[src/design/bmht_pkg.sv]
package bmht_pkg;

    // default number of slots in the storage
    localparam int TABLE_DEPTH_DEF = 32;

    // widths fixed by the interface
    localparam int SIZE_W   = 6;
    localparam int OP_W     = 2;
    localparam int KEY_W    = 32;
    localparam int VAL_W    = 32;
    localparam int STATUS_W = 2;
    localparam int SLOT_W   = 5;

    // reset value of the size register
    localparam logic [SIZE_W-1:0] TABLE_SIZE_RST = 6'd32;

    // the active size never exceeds what the size register can hold
    localparam int SIZE_MAX = 63;

    // key times seven is three bits wider than the key
    localparam int PROD_W     = KEY_W + 3;
    localparam int PROD_CNT_W = 6;

    // operation codes
    localparam logic [OP_W-1:0] OP_GET_ALLOC = 2'd0;
    localparam logic [OP_W-1:0] OP_ADD       = 2'd1;
    localparam logic [OP_W-1:0] OP_LOOKUP    = 2'd2;

    // status codes
    localparam logic [STATUS_W-1:0] ST_OK   = 2'd0;
    localparam logic [STATUS_W-1:0] ST_FREE = 2'd1;
    localparam logic [STATUS_W-1:0] ST_FULL = 2'd2;

endpackage

[src/design/block_map_hash_table_unit.sv]
// channel   | signals                              | transfer
// ----------+--------------------------------------+-------------------------------
// request   | start, op, vblock, new_value, busy   | clk edge with start & !busy
// result    | done, status, mapped_block, slot     | clk edge ending the done cycle
// config    | cfg_wen, cfg_wdata                   | clk edge with cfg_wen high
//
// a request runs from the accepting edge to the end of done: the bit-serial
// remainder of (vblock * 7) by the active size, then the probes, each a valid
// check and key/value memory read, then a key compare; a probe that meets an
// empty slot ends after the valid check. a zero table size skips both.
// busy is high from the accepting edge until done; done lasts one cycle and
// the receiver cannot stall it. reset clears the valid bits, the allocation
// counter and sets table_size to 32.
module block_map_hash_table_unit #(
    parameter int TABLE_DEPTH = bmht_pkg::TABLE_DEPTH_DEF
) (
    input  logic                           clk,
    input  logic                           rst_n,
    input  logic                           start,
    output logic                           busy,
    input  logic [bmht_pkg::OP_W-1:0]      op,
    input  logic [bmht_pkg::KEY_W-1:0]     vblock,
    input  logic [bmht_pkg::VAL_W-1:0]     new_value,
    output logic                           done,
    output logic [bmht_pkg::STATUS_W-1:0]  status,
    output logic [bmht_pkg::VAL_W-1:0]     mapped_block,
    output logic [bmht_pkg::SLOT_W-1:0]    slot,
    input  logic                           cfg_wen,
    input  logic [bmht_pkg::SIZE_W-1:0]    cfg_wdata
);

    // only slots below the largest possible table size are ever reached
    localparam int SLOTS = (TABLE_DEPTH < bmht_pkg::SIZE_MAX) ? TABLE_DEPTH
                                                              : bmht_pkg::SIZE_MAX;
    localparam int IDX_W = $clog2(SLOTS);
    localparam int CNT_W = $clog2(SLOTS + 1);
    localparam logic [bmht_pkg::PROD_CNT_W-1:0] LAST_STEP =
        bmht_pkg::PROD_CNT_W'(bmht_pkg::PROD_W - 1);
    localparam logic [bmht_pkg::SIZE_W-1:0] SLOTS_SZ = bmht_pkg::SIZE_W'(SLOTS);

    typedef enum logic [2:0] {
        S_IDLE,
        S_HASH,
        S_PADDR,
        S_PCHK,
        S_FINISH
    } state_t;

    state_t                            state_reg, state_next;
    logic [bmht_pkg::SIZE_W-1:0]       table_size_reg, table_size_next;
    logic [CNT_W-1:0]                  size_reg, size_next;
    logic [bmht_pkg::PROD_W-1:0]       prod_reg, prod_next;
    logic [CNT_W-1:0]                  rem_reg, rem_next;
    logic [bmht_pkg::PROD_CNT_W-1:0]   step_reg, step_next;
    logic [IDX_W-1:0]                  idx_reg, idx_next;
    logic [CNT_W-1:0]                  tries_reg, tries_next;
    logic [bmht_pkg::OP_W-1:0]         op_reg, op_next;
    logic [bmht_pkg::KEY_W-1:0]        key_reg, key_next;
    logic [bmht_pkg::VAL_W-1:0]        val_reg, val_next;
    logic [bmht_pkg::STATUS_W-1:0]     st_reg, st_next;
    logic [SLOTS-1:0]                  valid_reg, valid_next;
    logic [bmht_pkg::VAL_W-1:0]        next_free_reg, next_free_next;
    logic                              done_reg, done_next;
    logic [bmht_pkg::STATUS_W-1:0]     status_reg, status_next;
    logic [bmht_pkg::VAL_W-1:0]        mapped_reg, mapped_next;
    logic [bmht_pkg::SLOT_W-1:0]       slot_reg, slot_next;

    // key and value storage, registered read
    logic [bmht_pkg::KEY_W-1:0]        key_mem [SLOTS];
    logic [bmht_pkg::VAL_W-1:0]        val_mem [SLOTS];
    logic [bmht_pkg::KEY_W-1:0]        rd_key_reg;
    logic [bmht_pkg::VAL_W-1:0]        rd_val_reg;
    logic                              wr_en;
    logic [bmht_pkg::VAL_W-1:0]        wr_val;

    // shared remainder step and probe index helpers
    logic [CNT_W:0]                    trial;
    logic [CNT_W:0]                    trial_sub;
    logic [CNT_W-1:0]                  idx_inc;

    assign trial     = {rem_reg, prod_reg[bmht_pkg::PROD_W-1]};
    assign trial_sub = trial - {1'b0, size_reg};
    assign idx_inc   = CNT_W'(idx_reg) + CNT_W'(1);

    // sequencer
    always_comb
    begin
        state_next      = state_reg;
        table_size_next = table_size_reg;
        size_next       = size_reg;
        prod_next       = prod_reg;
        rem_next        = rem_reg;
        step_next       = step_reg;
        idx_next        = idx_reg;
        tries_next      = tries_reg;
        op_next         = op_reg;
        key_next        = key_reg;
        val_next        = val_reg;
        st_next         = st_reg;
        valid_next      = valid_reg;
        next_free_next  = next_free_reg;
        done_next       = 1'b0;
        status_next     = status_reg;
        mapped_next     = mapped_reg;
        slot_next       = slot_reg;
        wr_en           = 1'b0;
        wr_val          = val_reg;

        if (cfg_wen)
        begin
            table_size_next = cfg_wdata;
        end

        case (state_reg)
            S_IDLE:
            begin
                if (start)
                begin
                    op_next    = op;
                    key_next   = vblock;
                    val_next   = new_value;
                    prod_next  = ({3'b000, vblock} << 3) - {3'b000, vblock};
                    rem_next   = '0;
                    step_next  = '0;
                    if (table_size_reg > SLOTS_SZ)
                    begin
                        size_next = CNT_W'(SLOTS);
                    end
                    else
                    begin
                        size_next = CNT_W'(table_size_reg);
                    end
                    if (table_size_reg == '0)
                    begin
                        st_next    = bmht_pkg::ST_FULL;
                        state_next = S_FINISH;
                    end
                    else
                    begin
                        state_next = S_HASH;
                    end
                end
            end

            // one remainder bit per cycle, msb of the product first
            S_HASH:
            begin
                prod_next = prod_reg << 1;
                if (trial >= {1'b0, size_reg})
                begin
                    rem_next = CNT_W'(trial_sub);
                end
                else
                begin
                    rem_next = CNT_W'(trial);
                end
                step_next = step_reg + bmht_pkg::PROD_CNT_W'(1);
                if (step_reg == LAST_STEP)
                begin
                    idx_next   = IDX_W'(rem_next);
                    tries_next = '0;
                    state_next = S_PADDR;
                end
            end

            // an empty slot ends the probe, else the memory read is under way
            S_PADDR:
            begin
                if (!valid_reg[idx_reg])
                begin
                    st_next    = bmht_pkg::ST_FREE;
                    state_next = S_FINISH;
                end
                else
                begin
                    state_next = S_PCHK;
                end
            end

            // key compare, full once every slot is tried, else step to the next slot with wrap
            S_PCHK:
            begin
                if (rd_key_reg == key_reg)
                begin
                    st_next    = bmht_pkg::ST_OK;
                    state_next = S_FINISH;
                end
                else if (tries_reg + CNT_W'(1) == size_reg)
                begin
                    st_next    = bmht_pkg::ST_FULL;
                    state_next = S_FINISH;
                end
                else
                begin
                    tries_next = tries_reg + CNT_W'(1);
                    if (idx_inc == size_reg)
                    begin
                        idx_next = '0;
                    end
                    else
                    begin
                        idx_next = IDX_W'(idx_inc);
                    end
                    state_next = S_PADDR;
                end
            end

            // result and table update
            S_FINISH:
            begin
                done_next  = 1'b1;
                state_next = S_IDLE;
                slot_next  = bmht_pkg::SLOT_W'(idx_reg);
                if (st_reg == bmht_pkg::ST_FULL)
                begin
                    status_next = bmht_pkg::ST_FULL;
                    mapped_next = '0;
                    slot_next   = '0;
                end
                else if (op_reg == bmht_pkg::OP_GET_ALLOC)
                begin
                    status_next = bmht_pkg::ST_OK;
                    if (st_reg == bmht_pkg::ST_OK)
                    begin
                        mapped_next = rd_val_reg;
                    end
                    else
                    begin
                        mapped_next         = next_free_reg;
                        next_free_next      = next_free_reg + bmht_pkg::VAL_W'(1);
                        valid_next[idx_reg] = 1'b1;
                        wr_en               = 1'b1;
                        wr_val              = next_free_reg;
                    end
                end
                else if (op_reg == bmht_pkg::OP_ADD)
                begin
                    status_next         = bmht_pkg::ST_OK;
                    mapped_next         = val_reg;
                    valid_next[idx_reg] = 1'b1;
                    wr_en               = 1'b1;
                    wr_val              = val_reg;
                end
                else
                begin
                    status_next = st_reg;
                    if (st_reg == bmht_pkg::ST_OK)
                    begin
                        mapped_next = rd_val_reg;
                    end
                    else
                    begin
                        mapped_next = '0;
                    end
                end
            end

            default:
            begin
                state_next = S_IDLE;
            end
        endcase
    end

    // state and registered outputs
    always_ff @(posedge clk or negedge rst_n)
    begin
        if (!rst_n)
        begin
            state_reg      <= S_IDLE;
            table_size_reg <= bmht_pkg::TABLE_SIZE_RST;
            valid_reg      <= '0;
            next_free_reg  <= '0;
            done_reg       <= 1'b0;
            status_reg     <= '0;
            mapped_reg     <= '0;
            slot_reg       <= '0;
        end
        else
        begin
            state_reg      <= state_next;
            table_size_reg <= table_size_next;
            valid_reg      <= valid_next;
            next_free_reg  <= next_free_next;
            done_reg       <= done_next;
            status_reg     <= status_next;
            mapped_reg     <= mapped_next;
            slot_reg       <= slot_next;
        end
    end

    // datapath registers
    always_ff @(posedge clk)
    begin
        size_reg   <= size_next;
        prod_reg   <= prod_next;
        rem_reg    <= rem_next;
        step_reg   <= step_next;
        idx_reg    <= idx_next;
        tries_reg  <= tries_next;
        op_reg     <= op_next;
        key_reg    <= key_next;
        val_reg    <= val_next;
        st_reg     <= st_next;
    end

    // key and value memory
    always_ff @(posedge clk)
    begin
        if (wr_en)
        begin
            key_mem[idx_reg] <= key_reg;
            val_mem[idx_reg] <= wr_val;
        end
        rd_key_reg <= key_mem[idx_reg];
        rd_val_reg <= val_mem[idx_reg];
    end

    assign busy         = (state_reg != S_IDLE);
    assign done         = done_reg;
    assign status       = status_reg;
    assign mapped_block = mapped_reg;
    assign slot         = slot_reg;

endmodule

[config.mk]
export PLATFORM = sky130hd
export DESIGN_NAME = block_map_hash_table_unit
export DESIGN_NICKNAME = d
export VERILOG_FILES = /design/src/design/bmht_pkg.sv /design/src/design/block_map_hash_table_unit.sv
export SDC_FILE = /design/constraint.sdc
export NUM_CORES = 2
export LEC_CHECK = 0
export BUFFER_PORTS_ARGS = -buffer_cell sky130_fd_sc_hd__buf_2
export CORE_MARGIN = 2
export CORE_UTILIZATION = 30
export CTS_BUF_LIST = sky130_fd_sc_hd__clkbuf_2 sky130_fd_sc_hd__clkbuf_4 sky130_fd_sc_hd__clkbuf_8
export DETAILED_ROUTE_END_ITERATION = 16
export MAX_ROUTING_LAYER = met4
export PLACE_DENSITY = 0.49
export SETUP_SLACK_MARGIN = 0.2
export SLEW_MARGIN = 20
export SYNTH_ARGS = -nofsm -noshare
export SYNTH_HDL_FRONTEND = slang
export SYNTH_SLANG_ARGS = --single-unit
[constraint.sdc]
create_clock -name clk -period 6.2 [get_ports clk]
set_input_delay 1.24 -clock clk [delete_from_list [all_inputs] [get_ports clk]]
set_output_delay 1.24 -clock clk [all_outputs]
set_load 0.01 [all_outputs]
==> metrics.txt <==
post-synthesis adder-cell area fraction less than 1%; synthesis-stage register bit count between 2,000 and 2,500; initial DRC count ~4,700; Clock transition at path regs 0.06 ns; clock buffer depth 4; I/O pins 117; CP max stage cell nor2_4; Mapped Avg Cell Area 20.46 um^2; largest family of logic cells by synthesized area multiplexers; Resized Gates After CTS 0; TritonCTS Sinks 2,357; Max FO, Critical Path 38; max_cap viols 0; CTS Hold Buffers Added 0; DIE HEIGHT ~550 um; commonest non-fill, non-tap cells in the layout edfxtp_1, mux4_2, clkbuf_8; Max stage delay on crit path between 0.9 and 1 ns; mapped cell area 90,630 um^2; Syn-to-layout area delta 15.94%; Distinct cells, synth 68; # DRC 0; post-route ant nets 0; crit end category flop; Cell Chain, Critical Path or3b_2, a21oi_4, buf_4, nor3b_1, nand2_1, nor2_4, buf_4; Tightest Pin Transition 1.106 ns; die area 306,500 um^2; width of the chip 553.6 um; period utilization about three quarters; Post-Syn Instances 4,430; unrepaired setup endpoints after global routing no; Slew headroom 26.30%; Worst Path Arrival 5.26 ns; WHS 0.3658 ns; fmax 214.7 MHz; fraction of final layout cells sized beyond drive strength 1 29.58%; pwr/cell area approximately 430 nW/um^2; largest net degree at the start of global routing 90; min Tclk post-route 4.657 ns; post-place instance area 97,120 um^2; TritonRoute pass-1 iters 5; Site Rows 201; Clock Latency Late Sink 1.00 ns; Worst Path Required 6.80 ns; Clock Skews 0.08149 ns; port bufs between 100 and 150; htree depth 5; vias in the first global route ~48,000; mux share of post-synthesis cell area 13.05%; initial antenna violation count 7; first-pass GRT wire length 359,000 um; clock root buffer clkbuf_8; Compound-Gate Fraction of Synth Area between 4 and 5%; commonest non-fill, non-tap cell in the layout edfxtp_1; via/cell ratio 5.057; Mapped Nets roughly 4,600; worst hold path type input pin to asynchronous set/reset pin; core box area 300,300 um^2; Lkg Pwr 33.74 nW; most area-hungry cell type in the Yosys netlist edfxtp_1; post-CTS setup buffer count 0; peak supply drop about 250 uV; Synthesis Warnings 0; via count 46,211; Synth async-reset ratio 4.794%; status complete, no violations; sequential area share after synthesis 76.77%; Total GRT Usage between 10% and 20%; EDFF count, synth 2,180; XOR/XNOR share of the synthesized area under 10%; Routed WL per cell 27.55 um; top cells by area, synth edfxtp_1, mux4_2, dfrtp_1, a22oi_1, dfxtp_1; final hold viol count 0; Primary FF master, synth edfxtp_1; pre-CTS setup slack 1.543 ns; Startpoint Class flop; Total Wirelength 251,800 um; remaining global-route overflow 0; TritonCTS Buffers 394; simple-gate share of the synthesized area 2.779%; fin nets around 5,000; Finished Cell Area 105,100 um^2; final worst-path setup slack ~1.5 ns; share of the synthesized area in the top cell type 72.23%; GP Congestion 0.7912; TNS Setup 0 ns; Detail Placement HPWL 141,100 um; Tot Pwr approximately 45 mW; critical path class flop to flop; Initial Utilization between 30% and 40%; most used cell, CP buf_4; Max Transition Viols Final 0; Final setup viols 0; CTS tree built
-- metrics by stage --
step | std cells | utilization (%)
after global routing | 9132 | 34.99
final | 9138 | 34.99
after global placement | 8410 | 32.34
after floorplan | 4430 | -
after detailed placement | 8410 | 32.34
after CTS | 9129 | 34.96
-- layout make-up --
class                   count  area (um^2)
flip-flops and latches   2357        69570
multi-input cells        1769        20290
inverters                  66        247.7
well taps                3958         4952
diodes                      7        17.52
clock inverters           173         1216
fillers                 28101       195200
clock buffers             546         6639
repair buffers            262         2136
-- logic make-up after synthesis --
logic type,Yosys count
compound gates,558
fa+ha+maj,45
buf+inv,304
mux,537
flops,2357
xor+xnor,118
simple gates,511
-- final timing paths --
check | slack, ns | cells past startpoint | startpoint | to
worst max-delay path | 1.54 | 7 | state_reg[2]$_DFFE_PN0P_ | val_mem[17][29]$_DFFE_PP_
worst min-delay path | 0.37 | 1 | rst_n | mapped_block[20]$_DFFE_PN0P_
worst max register to register | 1.54 | 7 | state_reg[2]$_DFFE_PN0P_ | val_mem[17][29]$_DFFE_PP_
worst min register to register | 0.47 | 1 | valid_reg[6]$_DFFE_PN0P_ | valid_reg[6]$_DFFE_PN0P_
max in group asynchronous | 4.67 | 2 | rst_n | table_size_reg[5]$_DFFE_PN1P_
min in group clk | 0.42 | 1 | new_value[17] | val_reg[17]$_DFFE_PP_
-- cell usage after synthesis (5+ instances only) --
library cell	count
or3_1	5
ha_1	44
mux4_2	515
clkbuf_1	166
or2_2	35
mux2i_1	13
dfrtp_1	112
a21oi_1	62
nor2_1	114
a21o_1	7
nand4_1	83
buf_2	7
and3_1	10
a311oi_1	5
a22o_1	37
mux2_2	9
dfxtp_1	64
o22ai_1	11
a32oi_1	32
buf_1	65
o21bai_1	7
and2_1	7
nand3_1	26
nor3_1	17
inv_1	66
nor2b_1	11
o21ai_0	74
nor4_1	9
xnor2_1	84
nor3_2	5
a31oi_1	5
a22oi_1	290
xor2_1	34
edfxtp_1	2180
nand2_1	168
-- power breakdown --
group	switching [mW]	internal [mW]	total (mW)
sequential	0.517	18.9	19.4
clock	6.41	7.47	13.9
combinational	7.16	4.49	11.7
-- worst max-delay path, delay by kind of cell (launching register included) --
| kind | cells | cell delay, ns |
|---|---|---|
| compound gates | 1 | 0.15 |
| buf+inv | 2 | 0.99 |
| flops | 1 | 0.47 |
| simple gates | 4 | 2.62 |
-- routing by layer --
layer	part of all wire (%)	track usage [%]	up-vias
li1	-	-	19347
met1	46	23.09	25036
met2	47	25.64	1502
met3	5.9	2.894	326
met4	1.7	3.304	0
met5	0	-	-
Power figures use the tool's default switching activity.
